`src/sv/ufc_pkg.sv`:
```
`timescale 1ns / 1ps

package ufc_pkg;

  // Longest frame that is checked and summed; longer frames fail the length check.
  localparam int unsigned MaxFrameBytes = 2048;
  // Head, sync, feature, id, length, checksum and the two end bytes.
  localparam int unsigned MinFrameBytes = 11;
  // First payload position.
  localparam int unsigned HeaderBytes   = 8;

  localparam int unsigned CountW   = 16;
  localparam int unsigned CfgIdxW  = 3;
  localparam int unsigned CfgDataW = 16;

  localparam logic KindPayload = 1'b0;
  localparam logic KindVerdict = 1'b1;

  typedef enum logic [2:0] {
    ST_OK           = 3'd0,
    ST_SHORT        = 3'd1,
    ST_BAD_HEAD     = 3'd2,
    ST_BAD_END      = 3'd3,
    ST_LEN_MISMATCH = 3'd4,
    ST_BAD_SYNC     = 3'd5
  } status_e;

  typedef enum logic [CfgIdxW-1:0] {
    CFG_HEAD       = 3'd0,
    CFG_END_FIRST  = 3'd1,
    CFG_END_SECOND = 3'd2,
    CFG_SYNC_IN    = 3'd3,
    CFG_SYNC_OUT   = 3'd4,
    CFG_REQ_FEAT   = 3'd5,
    CFG_REQ_CMD    = 3'd6
  } cfg_idx_e;

  typedef struct packed {
    logic [7:0]  head;
    logic [7:0]  end_first;
    logic [7:0]  end_second;
    logic [7:0]  sync_in;
    logic [7:0]  sync_out;
    logic [15:0] req_feature;
    logic [15:0] req_command;
  } cfg_t;

  localparam cfg_t CfgReset = '{
    head:        8'h00,
    end_first:   8'h00,
    end_second:  8'h00,
    sync_in:     8'h00,
    sync_out:    8'hBA,
    req_feature: 16'hFF01,
    req_command: 16'h0117
  };

  // Fields captured from the frame so far.
  typedef struct packed {
    logic [7:0]  first_byte;
    logic [7:0]  sync;
    logic [15:0] feature;
    logic [15:0] command;
    logic [15:0] length;
    logic [7:0]  sum;
    logic [7:0]  cks;
    logic [7:0]  first_payload;
  } frame_t;

  typedef struct packed {
    status_e    status;
    logic       checksum_ok;
    logic       local_req;
    logic [7:0] wheel;
  } verdict_t;

endpackage

```
`src/sv/ufc_verdict.sv`:
```
`timescale 1ns / 1ps

module ufc_verdict (
  input  ufc_pkg::cfg_t                 cfg_i,
  input  ufc_pkg::frame_t               frame_i,
  input  logic [ufc_pkg::CountW-1:0]    count_i,
  input  logic [7:0]                    prev_byte_i,
  input  logic [7:0]                    last_byte_i,
  output ufc_pkg::verdict_t             verdict_o
);
  import ufc_pkg::*;

  logic [CountW:0] frame_len;
  logic [CountW:0] expect_len;
  status_e         status;
  logic            sum_match;
  logic            is_ok;
  logic            req_hit;

  always_comb begin
    // The final byte itself is not yet in the count.
    frame_len  = {1'b0, count_i} + (CountW+1)'(1);
    expect_len = (CountW+1)'(MinFrameBytes) + {1'b0, frame_i.length};

    if (frame_len < (CountW+1)'(MinFrameBytes)) begin
      status = ST_SHORT;
    end else if (frame_i.first_byte != cfg_i.head) begin
      status = ST_BAD_HEAD;
    end else if (prev_byte_i != cfg_i.end_first || last_byte_i != cfg_i.end_second) begin
      status = ST_BAD_END;
    end else if (frame_len > (CountW+1)'(MaxFrameBytes) || frame_len != expect_len) begin
      status = ST_LEN_MISMATCH;
    end else if (frame_i.sync != cfg_i.sync_in && frame_i.sync != cfg_i.sync_out) begin
      status = ST_BAD_SYNC;
    end else begin
      status = ST_OK;
    end

    is_ok     = (status == ST_OK);
    // The checksum byte is the negated 8-bit sum of everything before it.
    sum_match = ((8'h00 - frame_i.sum) == frame_i.cks);
    req_hit   = (frame_i.command == cfg_i.req_command) &&
                (frame_i.feature == cfg_i.req_feature) &&
                (frame_i.sync == cfg_i.sync_in) && (frame_i.length != 16'h0000);

    verdict_o.status      = status;
    verdict_o.checksum_ok = is_ok && sum_match;
    verdict_o.local_req   = is_ok && sum_match && req_hit;
    verdict_o.wheel       = (is_ok && sum_match && req_hit) ? frame_i.first_payload : 8'h00;
  end

endmodule
```
`config.mk`:
```
export PLATFORM = sky130hd
export DESIGN_NAME = ufc_verdict
export DESIGN_NICKNAME = d
export VERILOG_FILES = /design/src/sv/ufc_pkg.sv /design/src/sv/ufc_verdict.sv
export SDC_FILE = /design/constraint.sdc
export NUM_CORES = 1
export LEC_CHECK = 0
export BUFFER_PORTS_ARGS = -buffer_cell sky130_fd_sc_hd__buf_2
export CAP_MARGIN = 20
export CELL_PAD_IN_SITES_DETAIL_PLACEMENT = 0
export CELL_PAD_IN_SITES_GLOBAL_PLACEMENT = 1
export CORE_MARGIN = 2
export CORE_UTILIZATION = 23
export DETAILED_ROUTE_END_ITERATION = 6
export PLACE_DENSITY_LB_ADDON = 0.1
export SLEW_MARGIN = 20
export SYNTH_ARGS = -nofsm -noshare
export SYNTH_HDL_FRONTEND = slang
export SYNTH_SLANG_ARGS = --single-unit
export TNS_END_PERCENT = 100
```
`constraint.sdc`:
```
create_clock -name vclk -period 3
set_input_delay 0.15 -clock vclk [all_inputs]
set_output_delay 0.15 -clock vclk [all_outputs]
set_load 0.02 [all_outputs]
```
==> run metrics <==
Netlist cell types=48; post-synthesis net count=a little under 500; row count=36; Total Die Area=roughly 0.011 mm2; first-pass GRT wire length=between 10,000 and 15,000 um; slowest CP cell=or4_4; internal power=around 240 uW; relative slew slack=68.7%; ratio of cells with drive above 1 in the final layout=between 50 and 60%; Area growth, synth to finish=71.8%; Total Nets Final=about 730; post-route DRC violation count=0; Hold Fails Final Rpt=0; dpl cell area=0.00367 mm2; hold depth=3; Post-Syn Area=around 0.0022 mm2; most frequent cells in the layout=193 x buf_2, 82 x xor2_1, 33 x buf_4; combinational cell fraction of total power=between 90% and 100%; sequential-to-total area share from yosys stat=0%; maximum vdd drop=approximately 0.046 mV; PD cells=115 mW/mm2; crit-path leading delay family=simple AND/OR/NAND/NOR gates; vias in the first global route=2,952; Hold Crit Class=input port to primary output; Req. time, crit path=about 2.9 ns; vias per cell=around 4.5; register area=0 um2; Gate Count Post-Synth=299; unrepaired setup endpoints after global routing=yes; antenna-violating nets left=0; status=complete, no violations; net load switching power=just under 200 uW; share of power burned in registers=0%; I/O pin count=just over 200; FFs & Latches=0; Slew @ Worst Pin=around 0.47 ns; largest net degree at the start of global routing=13; leading cell type in the layout, fill and taps excluded=buf_2; final worst-path cycle share=between 90 and 100%; DIE HEIGHT=approximately 100 um; via count=roughly 3,000; CP Data Arrival Time=roughly 2.8 ns; minimum clock period=about 3 ns; post-synthesis average cell area=about 7.5 um2; FMAX=336 MHz; largest stage delay on the critical path=around 0.45 ns; critical path class=input port to primary output; core area=0.00959 mm2; RePlAce Congestion=approximately 0.83; die extent in x=approximately 100 um; Iter 0 DRT Violations=45; final-layout clock buffer total=0; Clock Power Share=0%; YS warnings=0; crit path cell chain=buf_6 > ha_4 > and3_4 > nand3_2 > xnor3_1 > a211o_1 > or4_4 > or4_4 > nor4_4 > buf_4 > and2_4 > buf_6; Initial Util=23.4%; Final setup viols=0; Setup crit end kind=primary output; initial antenna violation count=3; CP Depth=12; Avg WL per Cell=13.4 um; switch share=between 40% and 50%; TNS Setup=0 ns; Overflow after GRT=0; startpoint types=input port; drt first pass iters=6; Total GRT Usage=16.1%; PortBufs=205; Worst Path Buf+Inv=3; Post-DP HPWL=roughly 8200 um; Final Max Slew Viols=0; fin area=between 0.003 and 0.004 mm2; Crit Path Max Fanout=5; leakage=approximately 0.0018 uW; final wirelength=a little under 9000 um; max cap viols=0
[per-layer routing]
layer / routed length, um / global-route usage [%] / part of all wire, % / vias up
met5: 0 / 0 / 0 / -
met4: 230 / 3.38 / 2.6 / 0
met3: 535 / 2.17 / 6.0 / 14
met2: 4680 / 30.0 / 52 / 107
met1: 3480 / 19.6 / 39 / 1294
li1: - / - / - / 1564
[timing repair]
item / 4_1_cts / 5_1_grt
gates cloned: 1 / 0
setup endpoints to repair: 8 / 10
resized for setup: 23 / 15
buffers inserted: 1 / 0
pin swaps: 0 / 8
hold buffers: 0 / 0
[per-stage QoR]
stage | util (%) | hold slack [ns] | setup slack, ns | std cells | power [uW]
6_report | 40.1 | 0.607 | 0.0203 | 666 | 442
3_3_place_gp | 38.3 | 0.633 | -0.0432 | 661 | 426
4_1_cts | 39.2 | 0.600 | -0.00276 | 663 | 436
5_1_grt | 40.1 | 0.616 | -0.0481 | 665 | 490
3_5_place_dp | 38.3 | 0.635 | -0.0931 | 661 | 428
2_1_floorplan | - | 0.439 | 0.000192 | 299 | 204
[final cells by class]
cell class / instances / area, um2
multi-input cells: 282 / 2280
repair buffers: 238 / 1360
diodes: 3 / 7.51
inverters: 10 / 42.5
well taps: 133 / 166
fillers: 1031 / 5740
[worst paths after layout]
check,slack (ns),start,endpoint
worst max-delay path,0.02,count_i[0],verdict_o[4]
worst min-delay path,0.61,frame_i[3],verdict_o[3]
[synth_stat cells, types with 5 or more instances]
master	count	area share (%)
a21oi_1	5	1.1
inv_1	10	1.7
nor3_1	12	2.7
nand3_1	14	3.1
buf_2	5	1.1
nor2_1	12	2.0
nor4_1	25	7.0
ha_1	5	2.8
xor2_1	82	32
nand4_1	11	3.1
o21ai_0	7	1.6
and2_1	10	2.8
xnor2_1	32	13
nand2_1	7	1.2
[kinds of logic after synthesis]
logic type | count (synthesis) | share of synthesized area, %
simple gates | 120 | 32.7
xor+xnor | 118 | 48.6
compound gates | 36 | 11.1
buf+inv | 17 | 3.46
fa+ha+maj | 5 | 2.79
mux | 3 | 1.40
[power by group through the flow]
stage | clock network (uW) | logic [uW] | registers [uW]
after floorplan | 0 | 204 | 0
after global placement | 0 | 426 | 0
after detailed placement | 0 | 428 | 0
after CTS | 0 | 436 | 0
after global routing | 0.0000891 | 490 | 0
final | 0.000134 | 442 | 0
No activity file was read; power rests on OpenSTA's default activity.
